==> src/design/rpa_pkg.sv <==
// types and constants shared by the region page allocator
package rpa_pkg;

  localparam int AGE_W = 16;

  localparam logic [2:0] ST_ALLOC    = 3'd0;
  localparam logic [2:0] ST_FALLBACK = 3'd1;
  localparam logic [2:0] ST_FREED    = 3'd2;
  localparam logic [2:0] ST_RELEASED = 3'd3;
  localparam logic [2:0] ST_REJECT   = 3'd4;

  localparam logic FUNC_ALLOC = 1'b0;
  localparam logic FUNC_FREE  = 1'b1;

  typedef struct packed {
    logic       func;
    logic [1:0] domain;
    logic       zero_fill;
    logic [3:0] region;
    logic [3:0] page_offset;
  } in_word_t;

  typedef struct packed {
    logic [2:0] status;
    logic [3:0] out_region;
    logic [3:0] out_offset;
    logic       clear_page;
    logic       new_region;
  } out_word_t;

  typedef enum logic [2:0] {
    S_IDLE,
    S_SCAN,
    S_PICK,
    S_FREE,
    S_FIN
  } state_t;

endpackage

==> src/design/rpa_stack_ram.sv <==
// free-page stack storage, one write port and one registered read port
module rpa_stack_ram #(
  parameter int DEPTH = 256,
  parameter int AW    = 8,
  parameter int DW    = 4
) (
  input  logic          clk,
  input  logic          we,
  input  logic [AW-1:0] waddr,
  input  logic [DW-1:0] wdata,
  input  logic          re,
  input  logic [AW-1:0] raddr,
  output logic [DW-1:0] rdata
);

  logic [DW-1:0] mem [DEPTH];
  logic [DW-1:0] rdata_r;

  always_ff @(posedge clk) begin
    if (we) begin
      mem[waddr] <= wdata;
    end
    if (re) begin
      rdata_r <= mem[raddr];
    end
  end

  assign rdata = rdata_r;

endmodule

==> src/design/region_page_allocator.sv <==
// Region page allocator.
// Input channel in_valid/in_stall/in_data carries one request word: allocate
// a page for a domain, or free a page of a region slot. Each request gives
// exactly one result word on out_valid/out_stall/out_data.
// One request is worked on at a time; in_stall is high from acceptance until
// the result is loaded into the output register. A result waiting there does
// not hold off the next request.
// Allocate: accept, then scan the slot table one slot per cycle (free slot,
// open regions, newest open region), then pick and update, then the stack
// memory read. Free: accept, then an update step with one memory write for
// the push.
// Pages come from a per-region LIFO stack in a synchronous memory of
// REGIONS * 2^REGION_ORDER entries, else from the region's bump index.
// Reset (rst_n low, synchronous) clears slot valid bits, counters, domain
// caches and the output valid bit; the stack memory is not cleared.
// While out_stall is high a finished result holds in the output register and
// a next result waits in its final step until the register frees.
module region_page_allocator #(
  parameter int REGIONS      = 16,
  parameter int REGION_ORDER = 4,
  parameter int DOMAINS      = 4
) (
  input  logic              clk,
  input  logic              rst_n,
  input  logic              in_valid,
  output logic              in_stall,
  input  rpa_pkg::in_word_t in_data,
  output logic              out_valid,
  input  logic              out_stall,
  output rpa_pkg::out_word_t out_data
);

  localparam int RIW   = (REGIONS > 1) ? $clog2(REGIONS) : 1;
  localparam int DIW   = (DOMAINS > 1) ? $clog2(DOMAINS) : 1;
  localparam int PW    = REGION_ORDER;
  localparam int CW    = REGION_ORDER + 1;
  localparam int PAGES = 1 << REGION_ORDER;
  localparam int AW    = RIW + PW;

  rpa_pkg::state_t state_r, state_nxt;
  rpa_pkg::in_word_t req_r;

  logic                      slot_valid_r [REGIONS];
  logic [DIW-1:0]            slot_domain_r [REGIONS];
  logic [rpa_pkg::AGE_W-1:0] slot_age_r [REGIONS];
  logic [CW-1:0]             bump_r [REGIONS];
  logic [CW-1:0]             fc_r [REGIONS];
  logic                      cache_valid_r [DOMAINS];
  logic [RIW-1:0]            cache_slot_r [DOMAINS];
  logic [rpa_pkg::AGE_W-1:0] age_r;

  // scan results
  logic [RIW-1:0]            idx_r;
  logic                      free_found_r;
  logic [RIW-1:0]            free_slot_r;
  logic                      open_found_r;
  logic [RIW-1:0]            best_r;
  logic [rpa_pkg::AGE_W-1:0] best_dist_r;

  // picked allocation
  logic           fb_r, pop_r, fresh_r;
  logic [RIW-1:0] sel_r;
  logic [PW-1:0]  bump_off_r;

  logic               out_valid_r;
  rpa_pkg::out_word_t out_data_r;
  rpa_pkg::out_word_t out_data_nxt;

  logic in_acc, out_free;
  logic [DIW-1:0] di;
  logic [RIW-1:0] fs;

  // scan step
  logic                      sc_mine, sc_full;
  logic [rpa_pkg::AGE_W-1:0] sc_dist;

  // pick step
  logic           pk_fb, pk_new, pk_pop;
  logic [RIW-1:0] pk_s;

  // free step
  logic fr_ok, fr_rel;

  logic [PW-1:0] pop_data;

  function automatic logic is_full(logic [CW-1:0] b, logic [CW-1:0] f);
    return (b >= CW'(PAGES)) && (f == '0);
  endfunction

  assign in_acc   = in_valid && !in_stall;
  assign out_free = !out_valid_r || !out_stall;
  assign in_stall = (state_r != rpa_pkg::S_IDLE);
  assign di       = DIW'(req_r.domain);
  assign fs       = RIW'(req_r.region);

  always_comb begin
    sc_full = is_full(bump_r[idx_r], fc_r[idx_r]);
    sc_mine = slot_valid_r[idx_r] && (slot_domain_r[idx_r] == di) && !sc_full;
    sc_dist = age_r - slot_age_r[idx_r];
  end

  always_comb begin
    pk_fb  = 1'b0;
    pk_new = 1'b0;
    pk_pop = 1'b0;
    pk_s   = best_r;
    if (int'(req_r.domain) >= DOMAINS) begin
      pk_fb = 1'b1;
    end else if (!open_found_r) begin
      if (!free_found_r) begin
        pk_fb = 1'b1;
      end else begin
        pk_new = 1'b1;
        pk_s   = free_slot_r;
      end
    end else begin
      if (cache_valid_r[di] &&
          !is_full(bump_r[cache_slot_r[di]], fc_r[cache_slot_r[di]])) begin
        pk_s = cache_slot_r[di];
      end
      pk_pop = (fc_r[pk_s] != '0);
    end
  end

  always_comb begin
    fr_ok  = (int'(req_r.region) < REGIONS) && slot_valid_r[fs] &&
             (fc_r[fs] < CW'(PAGES));
    fr_rel = (fc_r[fs] + CW'(1)) == CW'(PAGES);
  end

  rpa_stack_ram #(
    .DEPTH (REGIONS * PAGES),
    .AW    (AW),
    .DW    (PW)
  ) u_stack (
    .clk   (clk),
    .we    ((state_r == rpa_pkg::S_FREE) && out_free && fr_ok),
    .waddr ({fs, fc_r[fs][PW-1:0]}),
    .wdata (PW'(req_r.page_offset)),
    .re    ((state_r == rpa_pkg::S_PICK) && pk_pop),
    .raddr ({pk_s, fc_r[pk_s][PW-1:0] - PW'(1)}),
    .rdata (pop_data)
  );

  always_comb begin
    state_nxt = state_r;
    case (state_r)
      rpa_pkg::S_IDLE: begin
        if (in_acc) begin
          state_nxt = (in_data.func == rpa_pkg::FUNC_FREE) ? rpa_pkg::S_FREE
                                                           : rpa_pkg::S_SCAN;
        end
      end
      rpa_pkg::S_SCAN: begin
        if (idx_r == RIW'(REGIONS - 1)) begin
          state_nxt = rpa_pkg::S_PICK;
        end
      end
      rpa_pkg::S_PICK: state_nxt = rpa_pkg::S_FIN;
      rpa_pkg::S_FREE, rpa_pkg::S_FIN: begin
        if (out_free) begin
          state_nxt = rpa_pkg::S_IDLE;
        end
      end
      default: state_nxt = rpa_pkg::S_IDLE;
    endcase
  end

  always_ff @(posedge clk) begin
    if (!rst_n) begin
      state_r <= rpa_pkg::S_IDLE;
    end else begin
      state_r <= state_nxt;
    end
  end

  // request, scan and pick registers
  always_ff @(posedge clk) begin
    if (in_acc) begin
      req_r        <= in_data;
      idx_r        <= '0;
      free_found_r <= 1'b0;
      open_found_r <= 1'b0;
    end else if (state_r == rpa_pkg::S_SCAN) begin
      idx_r <= idx_r + RIW'(1);
      if (!slot_valid_r[idx_r] && !free_found_r) begin
        free_found_r <= 1'b1;
        free_slot_r  <= idx_r;
      end
      if (sc_mine && (!open_found_r || sc_dist < best_dist_r)) begin
        open_found_r <= 1'b1;
        best_r       <= idx_r;
        best_dist_r  <= sc_dist;
      end
    end
    if (state_r == rpa_pkg::S_PICK) begin
      fb_r       <= pk_fb;
      pop_r      <= pk_pop;
      fresh_r    <= pk_new;
      sel_r      <= pk_s;
      bump_off_r <= pk_new ? '0 : bump_r[pk_s][PW-1:0];
    end
  end

  // slot owner and stamp, written when a slot opens
  always_ff @(posedge clk) begin
    if ((state_r == rpa_pkg::S_PICK) && pk_new) begin
      slot_domain_r[pk_s] <= di;
      slot_age_r[pk_s]    <= age_r;
    end
  end

  always_ff @(posedge clk) begin
    if (!rst_n) begin
      for (int i = 0; i < REGIONS; i++) begin
        slot_valid_r[i] <= 1'b0;
        bump_r[i]       <= '0;
        fc_r[i]         <= '0;
      end
      for (int j = 0; j < DOMAINS; j++) begin
        cache_valid_r[j] <= 1'b0;
        cache_slot_r[j]  <= '0;
      end
      age_r <= '0;
    end else if ((state_r == rpa_pkg::S_PICK) && !pk_fb) begin
      cache_valid_r[di] <= 1'b1;
      cache_slot_r[di]  <= pk_s;
      if (pk_new) begin
        slot_valid_r[pk_s] <= 1'b1;
        bump_r[pk_s]       <= CW'(1);
        fc_r[pk_s]         <= '0;
        age_r              <= age_r + rpa_pkg::AGE_W'(1);
      end else if (pk_pop) begin
        fc_r[pk_s] <= fc_r[pk_s] - CW'(1);
      end else begin
        bump_r[pk_s] <= bump_r[pk_s] + CW'(1);
      end
    end else if ((state_r == rpa_pkg::S_FREE) && out_free && fr_ok) begin
      if (fr_rel) begin
        slot_valid_r[fs] <= 1'b0;
        bump_r[fs]       <= '0;
        fc_r[fs]         <= '0;
        if (cache_valid_r[slot_domain_r[fs]] &&
            cache_slot_r[slot_domain_r[fs]] == fs) begin
          cache_valid_r[slot_domain_r[fs]] <= 1'b0;
        end
      end else begin
        fc_r[fs] <= fc_r[fs] + CW'(1);
      end
    end
  end

  // output register
  always_ff @(posedge clk) begin
    if (!rst_n) begin
      out_valid_r <= 1'b0;
    end else if (((state_r == rpa_pkg::S_FREE) || (state_r == rpa_pkg::S_FIN)) &&
                 out_free) begin
      out_valid_r <= 1'b1;
    end else if (!out_stall) begin
      out_valid_r <= 1'b0;
    end
  end

  always_comb begin
    out_data_nxt = '0;
    if (state_r == rpa_pkg::S_FREE) begin
      out_data_nxt.status = !fr_ok ? rpa_pkg::ST_REJECT :
                            fr_rel ? rpa_pkg::ST_RELEASED : rpa_pkg::ST_FREED;
    end else if (fb_r) begin
      out_data_nxt.status = rpa_pkg::ST_FALLBACK;
    end else begin
      out_data_nxt.status     = rpa_pkg::ST_ALLOC;
      out_data_nxt.out_region = 4'(sel_r);
      out_data_nxt.out_offset = pop_r ? 4'(pop_data) : 4'(bump_off_r);
      out_data_nxt.clear_page = req_r.zero_fill;
      out_data_nxt.new_region = fresh_r;
    end
  end

  always_ff @(posedge clk) begin
    if (out_free &&
        ((state_r == rpa_pkg::S_FREE) || (state_r == rpa_pkg::S_FIN))) begin
      out_data_r <= out_data_nxt;
    end
  end

  assign out_valid = out_valid_r;
  assign out_data  = out_data_r;

endmodule

==> config.mk <==
export PLATFORM = sky130hd
export DESIGN_NAME = region_page_allocator
export DESIGN_NICKNAME = d
export VERILOG_FILES = /design/src/design/rpa_pkg.sv /design/src/design/rpa_stack_ram.sv /design/src/design/region_page_allocator.sv
export SDC_FILE = /design/constraint.sdc
export NUM_CORES = 2
export LEC_CHECK = 0
export ABC_AREA = 1
export BUFFER_PORTS_ARGS = -buffer_cell sky130_fd_sc_hd__buf_4
export CAP_MARGIN = 20
export CORE_UTILIZATION = 45
export DETAILED_ROUTE_END_ITERATION = 16
export SLEW_MARGIN = 20
export SYNTH_ARGS = -nofsm -noshare
export SYNTH_HDL_FRONTEND = slang
export SYNTH_HIERARCHICAL = 1
export SYNTH_SLANG_ARGS = --single-unit
==> constraint.sdc <==
create_clock -name clk -period 17.5 [get_ports clk]
set_input_delay 0.875 -clock clk [delete_from_list [all_inputs] [get_ports clk]]
set_output_delay 0.875 -clock clk [all_outputs]
set_load 0.05 [all_outputs]
-- After elaboration in Yosys (flattened, before gate mapping)
Memory sizes are Yosys's and may differ from the RTL's. A register that Yosys moved wholly into a read port is not among the register bits.
Cells that the tools add are included.
- add/sub/neg operators: 7
- multiply operators: 0
- div/mod/pow operators: 0
- order comparisons: 4
- equality and inequality tests: 12
- shift operators: 0
- multiplexer cells: 104
- bitwise gates (word level): 4
- reduce and logical (&&, ||, !) cells: 50
- operator list (cell ; number):
    two-way mux 4 bit ; 25
    two-way mux 1 bit ; 60
    two-way mux 5 bit ; 7
    OR reduction 5 bit ; 4
    adder 16 x 1 -> 16 bit (second input constant) ; 1
    logical AND 1 bit ; 16
    < comparator 16 bit ; 1
    subtractor 16 bit ; 1
    two-way mux 3 bit ; 5
    two-way mux 2 bit ; 6
    case mux 3 bit (4 select lines) ; 1
    adder 5 x 1 -> 5 bit (second input constant) ; 2
    greater-or-equal comparator 5 bit (second input constant) ; 2
    logical NOT 5 bit ; 2
    logical NOT 1 bit ; 9
    AND reduction 3 bit ; 3
    == test 3 x 2 -> 1 bit (second input constant) ; 2
    inequality test 2 bit (second input constant) ; 3
    AND reduction 2 bit ; 3
    == test 5 bit (second input constant) ; 1
    < comparator 5 bit (second input constant) ; 1
    nonzero test 5 bit ; 1
    subtractor 5 x 1 -> 5 bit (second input constant) ; 1
    adder 4 x 1 -> 4 bit (second input constant) ; 1
    other kinds (15) ; 23
- bits in registers: 85
- latch bits: 0
- memory bits (writable): 1508
- bits in read-only memories: 0
- input port bits: 16
- output and inout bits: 15
- logic and storage cells: 212
- memories kept: 8
- memories (name ; depth ; bits a word ; read ports ; clocked after Yosys merged registers in ; write ports ; RTL line ; RTL):
    u_stack.mem ; 256 ; 4 ; 1 ; 1 ; 1 ; rpa_stack_ram.sv:16 ; logic [DW-1:0] mem [DEPTH];
    slot_age_r ; 16 ; 16 ; 1 ; 1 ; 1 ; region_page_allocator.sv:45 ; logic [rpa_pkg::AGE_W-1:0] slot_age_r [REGIONS];
    bump_r ; 16 ; 5 ; 3 ; 1 ; 16 ; region_page_allocator.sv:46 ; logic [CW-1:0] bump_r [REGIONS];
    fc_r ; 16 ; 5 ; 5 ; 2 ; 16 ; region_page_allocator.sv:47 ; logic [CW-1:0] fc_r [REGIONS];
    slot_domain_r ; 16 ; 2 ; 2 ; 2 ; 1 ; region_page_allocator.sv:44 ; logic [DIW-1:0] slot_domain_r [REGIONS];
    cache_slot_r ; 4 ; 4 ; 2 ; 1 ; 4 ; region_page_allocator.sv:49 ; logic [RIW-1:0] cache_slot_r [DOMAINS];
    2 more memories ; - ; - ; - ; - ; - ; - ;

-- Depth between registers and ports, before layout
An unclocked memory read counts as a cell.
- depth after elaboration: 19
- depth in mapped cells: 39

-- Modules after synthesis
Netlist, hierarchy kept.
- by module, submodules not included (module ; instances ; cells each ; area each (um^2) ; seq. area each (um^2)):
    rpa_stack_ram ; 1 ; 3720 ; 42864.9 ; 30869.6
    region_page_allocator ; 1 ; 2932 ; 28139.5 ; 16836.1

-- Worst setup path after synthesis
Ideal clock, no wire load.
- kind: reg-to-reg
- from: reg with a tool-made name
- to: reg best_dist_r[0] (netlist bit) (enable)
- data arrival time: 6634 ps
- path slack: 10415 ps
- cell stages (with the launch flop): 30
- buffers on the path: 4
- path through: dfxtp_1 clkbuf_1 clkbuf_1 clkbuf_1 clkbuf_1 nor2_1 o221ai_1 o211ai_1 nand2_1 inv_1 ha_1 a21oi_1 and2_1 nor3_1 a2111oi_0 o21ai_0 a21oi_1 o21bai_1 a21oi_1 o21bai_1 nand2_1 nand2_1 a21oi_1 xor2_1 ha_1 a21oi_1 o21ai_0 nor2_1 nor2_1 nor4_1
- RTL lines (item ; RTL line ; RTL):
    to (signal assigned) ; region_page_allocator.sv:193 ; best_dist_r <= sc_dist;
    to (decl) ; region_page_allocator.sv:58 ; logic [rpa_pkg::AGE_W-1:0] best_dist_r;

==> flow_metrics.tcl <==
set metrics [dict create \
    vias 49912 \
    finalSetupViolCount 0 \
    period_needed_ps 9230 \
    hold_class "input port to flip-flop" \
    end_kind "flip-flop" \
    grt_usage 0.248 \
    tightest_slew_ps 1210 \
    grt_first_pass_wirelength_mm 298 \
    avgRoutedWirePerCell_um 22.9 \
    avgViaCountPerCell 5.73 \
    cp_max_fo 229 \
    slowest_stage "buf_4" \
    rows 145 \
    yosys.area.top_type "edfxtp_1" \
    root_buffer "clkbuf_16" \
    core_mm2 0.156 \
    synthToLayoutAreaGrowth_pct 9.11 \
    grt_pass1_vias 48091 \
    cp-start-kind "flip-flop" \
    gp_congestion 0.918 \
    powerDensity_mw_per_mm2 186 \
    worstSetupPathType "flip-flop to flip-flop" \
    critPathMaxStageDelay_ps 960 \
    clkLatencyLatePin_ps 800 \
    synthCells 6652 \
    r2r_cells 38 \
    hold_start "in_data[8]" \
    drt_iter0_drc 5201 \
    finish.utilization 0.495 \
    drcViolationCount 0 \
    path_clk_slew_ps 60 \
    holdBufCountCts 0 \
    clock-sinks 1607 \
    ys_seq_area_frac 0.672 \
    ir_worst_vdd_mv 0.340 \
    synth_edf_count 1552 \
    avgSynthCellArea_um2 10.7 \
    io-pin-count 31 \
    floorplan.initialDensity 0.454 \
    firstDrtPassIters 7 \
    design_area_mm2 0.0775 \
    dp_hpwl_mm 117 \
    finalCritPeriodShare 0.527 \
    final_cell_mix "nand2_1 (1674), edfxtp_1 (1552), nand3_1 (1163)" \
    drv_cap 0 \
    setup_tns_ps 0 \
    clockBufferDepth 3 \
    ff2ff_setup_slack_ps 8270 \
    layout.nets 6574 \
    status "finished, final reports clean" \
    max_freq_ghz 0.108 \
    p_leak_uw 0.0269 \
    hold_violations 0 \
    drt-total-wl_mm 200 \
    drive_above_1_share 0.0697 \
    grt_remaining_overflow 0 \
    die_h_um 399 \
    rsz0062_at_grt "no" \
    synth_area_leaders "edfxtp_1 (66%), nand2_1 (8.9%), nand3_1 (8.2%)" \
    dominantRegCellSynth "edfxtp_1" \
    crit_path_frequent_cell "nand2_1" \
    placed_area_mm2 0.0723 \
    final_common_cell "nand2_1" \
    die_x_um 399 \
    cts_tree "done" \
    async_flop_share 0 \
    slew_headroom 0.196 \
    cts_buffers 161 \
    crit_required_ps 18140 \
    synth.cell_area_mm2 0.0710 \
    fin_skew_ps 26.4 \
    whs_endpoint "req_r[8]" \
    htree_levels 4 \
    fillCellCount 14109 \
    antenna_cells 0 \
    hold_path_depth 1 \
    port_buffers 30 \
    r2r_end "u_stack/rdata[2]" \
    worst_slack_ps 8270 \
    dieArea_mm2 0.159 \
    hold_slack_ps 263 \
    ys_warn_count 6 \
    drtAntennaViolNets 0 \
    synthDistinctLibCells 61 \
    synth_top_cell_area_share 0.656 \
    grt_max_degree 230 \
    ys_ff_latch 1607 \
    cp.arrival_ps 9870 \
    antenna_found_initial 4 \
    synth_nets 6705 \
    slew_violations 0 \
    cts_resized 0 \
    postCtsSetupBuffers 0 \
    pre_cts_slack_ps 8550 \
]
==> area by class of cell <==
type	instances	area, um^2	area share
tap	2058	2570	0.0332
clock buffer	219	4510	0.0583
sequential	1607	47700	0.616
inverter	264	1030	0.0133
clock inverter	76	674	0.00870
multi-input combinational	4372	20000	0.258
timing repair buffer	115	946	0.0122
==> report_power, final <==
part	switching [uW]	internal, uW	total, uW
Combinational	4760	1700	6460
Clock	1470	1940	3410
Sequential	76.2	4460	4540
==> state kept, by name (all words and copies together) (netlist names), 2 cells and up, named ones only <==
| name | flops |
|---|---|
| idx_r | 4 |
| free_slot_r | 4 |
| out_data | 13 |
| cache_slot_r | 16 |
| di | 2 |
| u_stack/mem | 1024 |
| sel_r | 4 |
| cache_valid_r | 4 |
| age_r | 16 |
| best_r | 4 |
| slot_age_r | 256 |
| bump_r | 80 |
| req_r | 5 |
| best_dist_r | 16 |
| u_stack/rdata | 4 |
| state_r | 3 |
| fc_r | 80 |
| bump_off_r | 4 |
| fs | 4 |
| slot_domain_r | 32 |
| slot_valid_r | 16 |
==> layer usage <==
metal	share of wire	vias up	GRT usage
met5	0.00014	-	0
met4	0.035	4	0.0911
met3	0.074	383	0.0396
met1	0.42	24549	0.337
li1	-	22974	-
met2	0.47	2002	0.401
==> worst max path at each step <==
stage                                   to  slack [ps]  depth (start not counted)
after global placement    u_stack/rdata[3]        8610                         38
after global routing      u_stack/rdata[2]        7440                         38
after floorplan             best_dist_r[0]       10410                         29
final                     u_stack/rdata[2]        8270                         38
after CTS                 u_stack/rdata[2]        8500                         38
after detailed placement  u_stack/rdata[3]        8550                         38
==> critical path: cells and delay by family (launching register included) <==
family,cells,cell delay (ps)
buffers and inverters,7,4260
DFF,1,550
and+or+nand+nor,31,3680
==> per-stage QoR <==
step                      instances  total power (uW)
after detailed placement       8415             11000
after floorplan                6652              9200
after global routing           8711             15200
final                          8711             14400
after global placement         8415             10900
after CTS                      8710             14400
==> cells by family (layout without fill, tap and decap cells) <==
logic type                 Yosys count  after routing  share of synthesized area
and+or+nand+nor                   3708           3708                      0.221
DFF                               1607           1607                      0.672
buffers and inverters              673            674                     0.0475
AOI/OAI and AO/OA                  606            606                     0.0500
adders and majority gates           37             37                    0.00663
xor gates and xnor gates            21             21                    0.00270
==> synth_stat cells (all sizes together), types with 3 or more instances <==
| master | n |
|---|---|
| nand2 | 1708 |
| edfxtp | 1552 |
| nand3 | 1172 |
| nor2 | 762 |
| o21ai | 319 |
| buf | 267 |
| inv | 259 |
| clkbuf | 142 |
| a21oi | 135 |
| dfxtp | 55 |
| o221ai | 54 |
| o211ai | 42 |
| ha | 36 |
| o22ai | 32 |
| nand4 | 27 |
| nor3 | 21 |
| xor2 | 15 |
| or2 | 7 |
| xnor2 | 6 |
| clkinv | 5 |
| a211oi | 4 |
| nor4 | 4 |
| o21a | 4 |
| nand3b | 3 |
| o21bai | 3 |
Power figures use the tool's default switching activity.
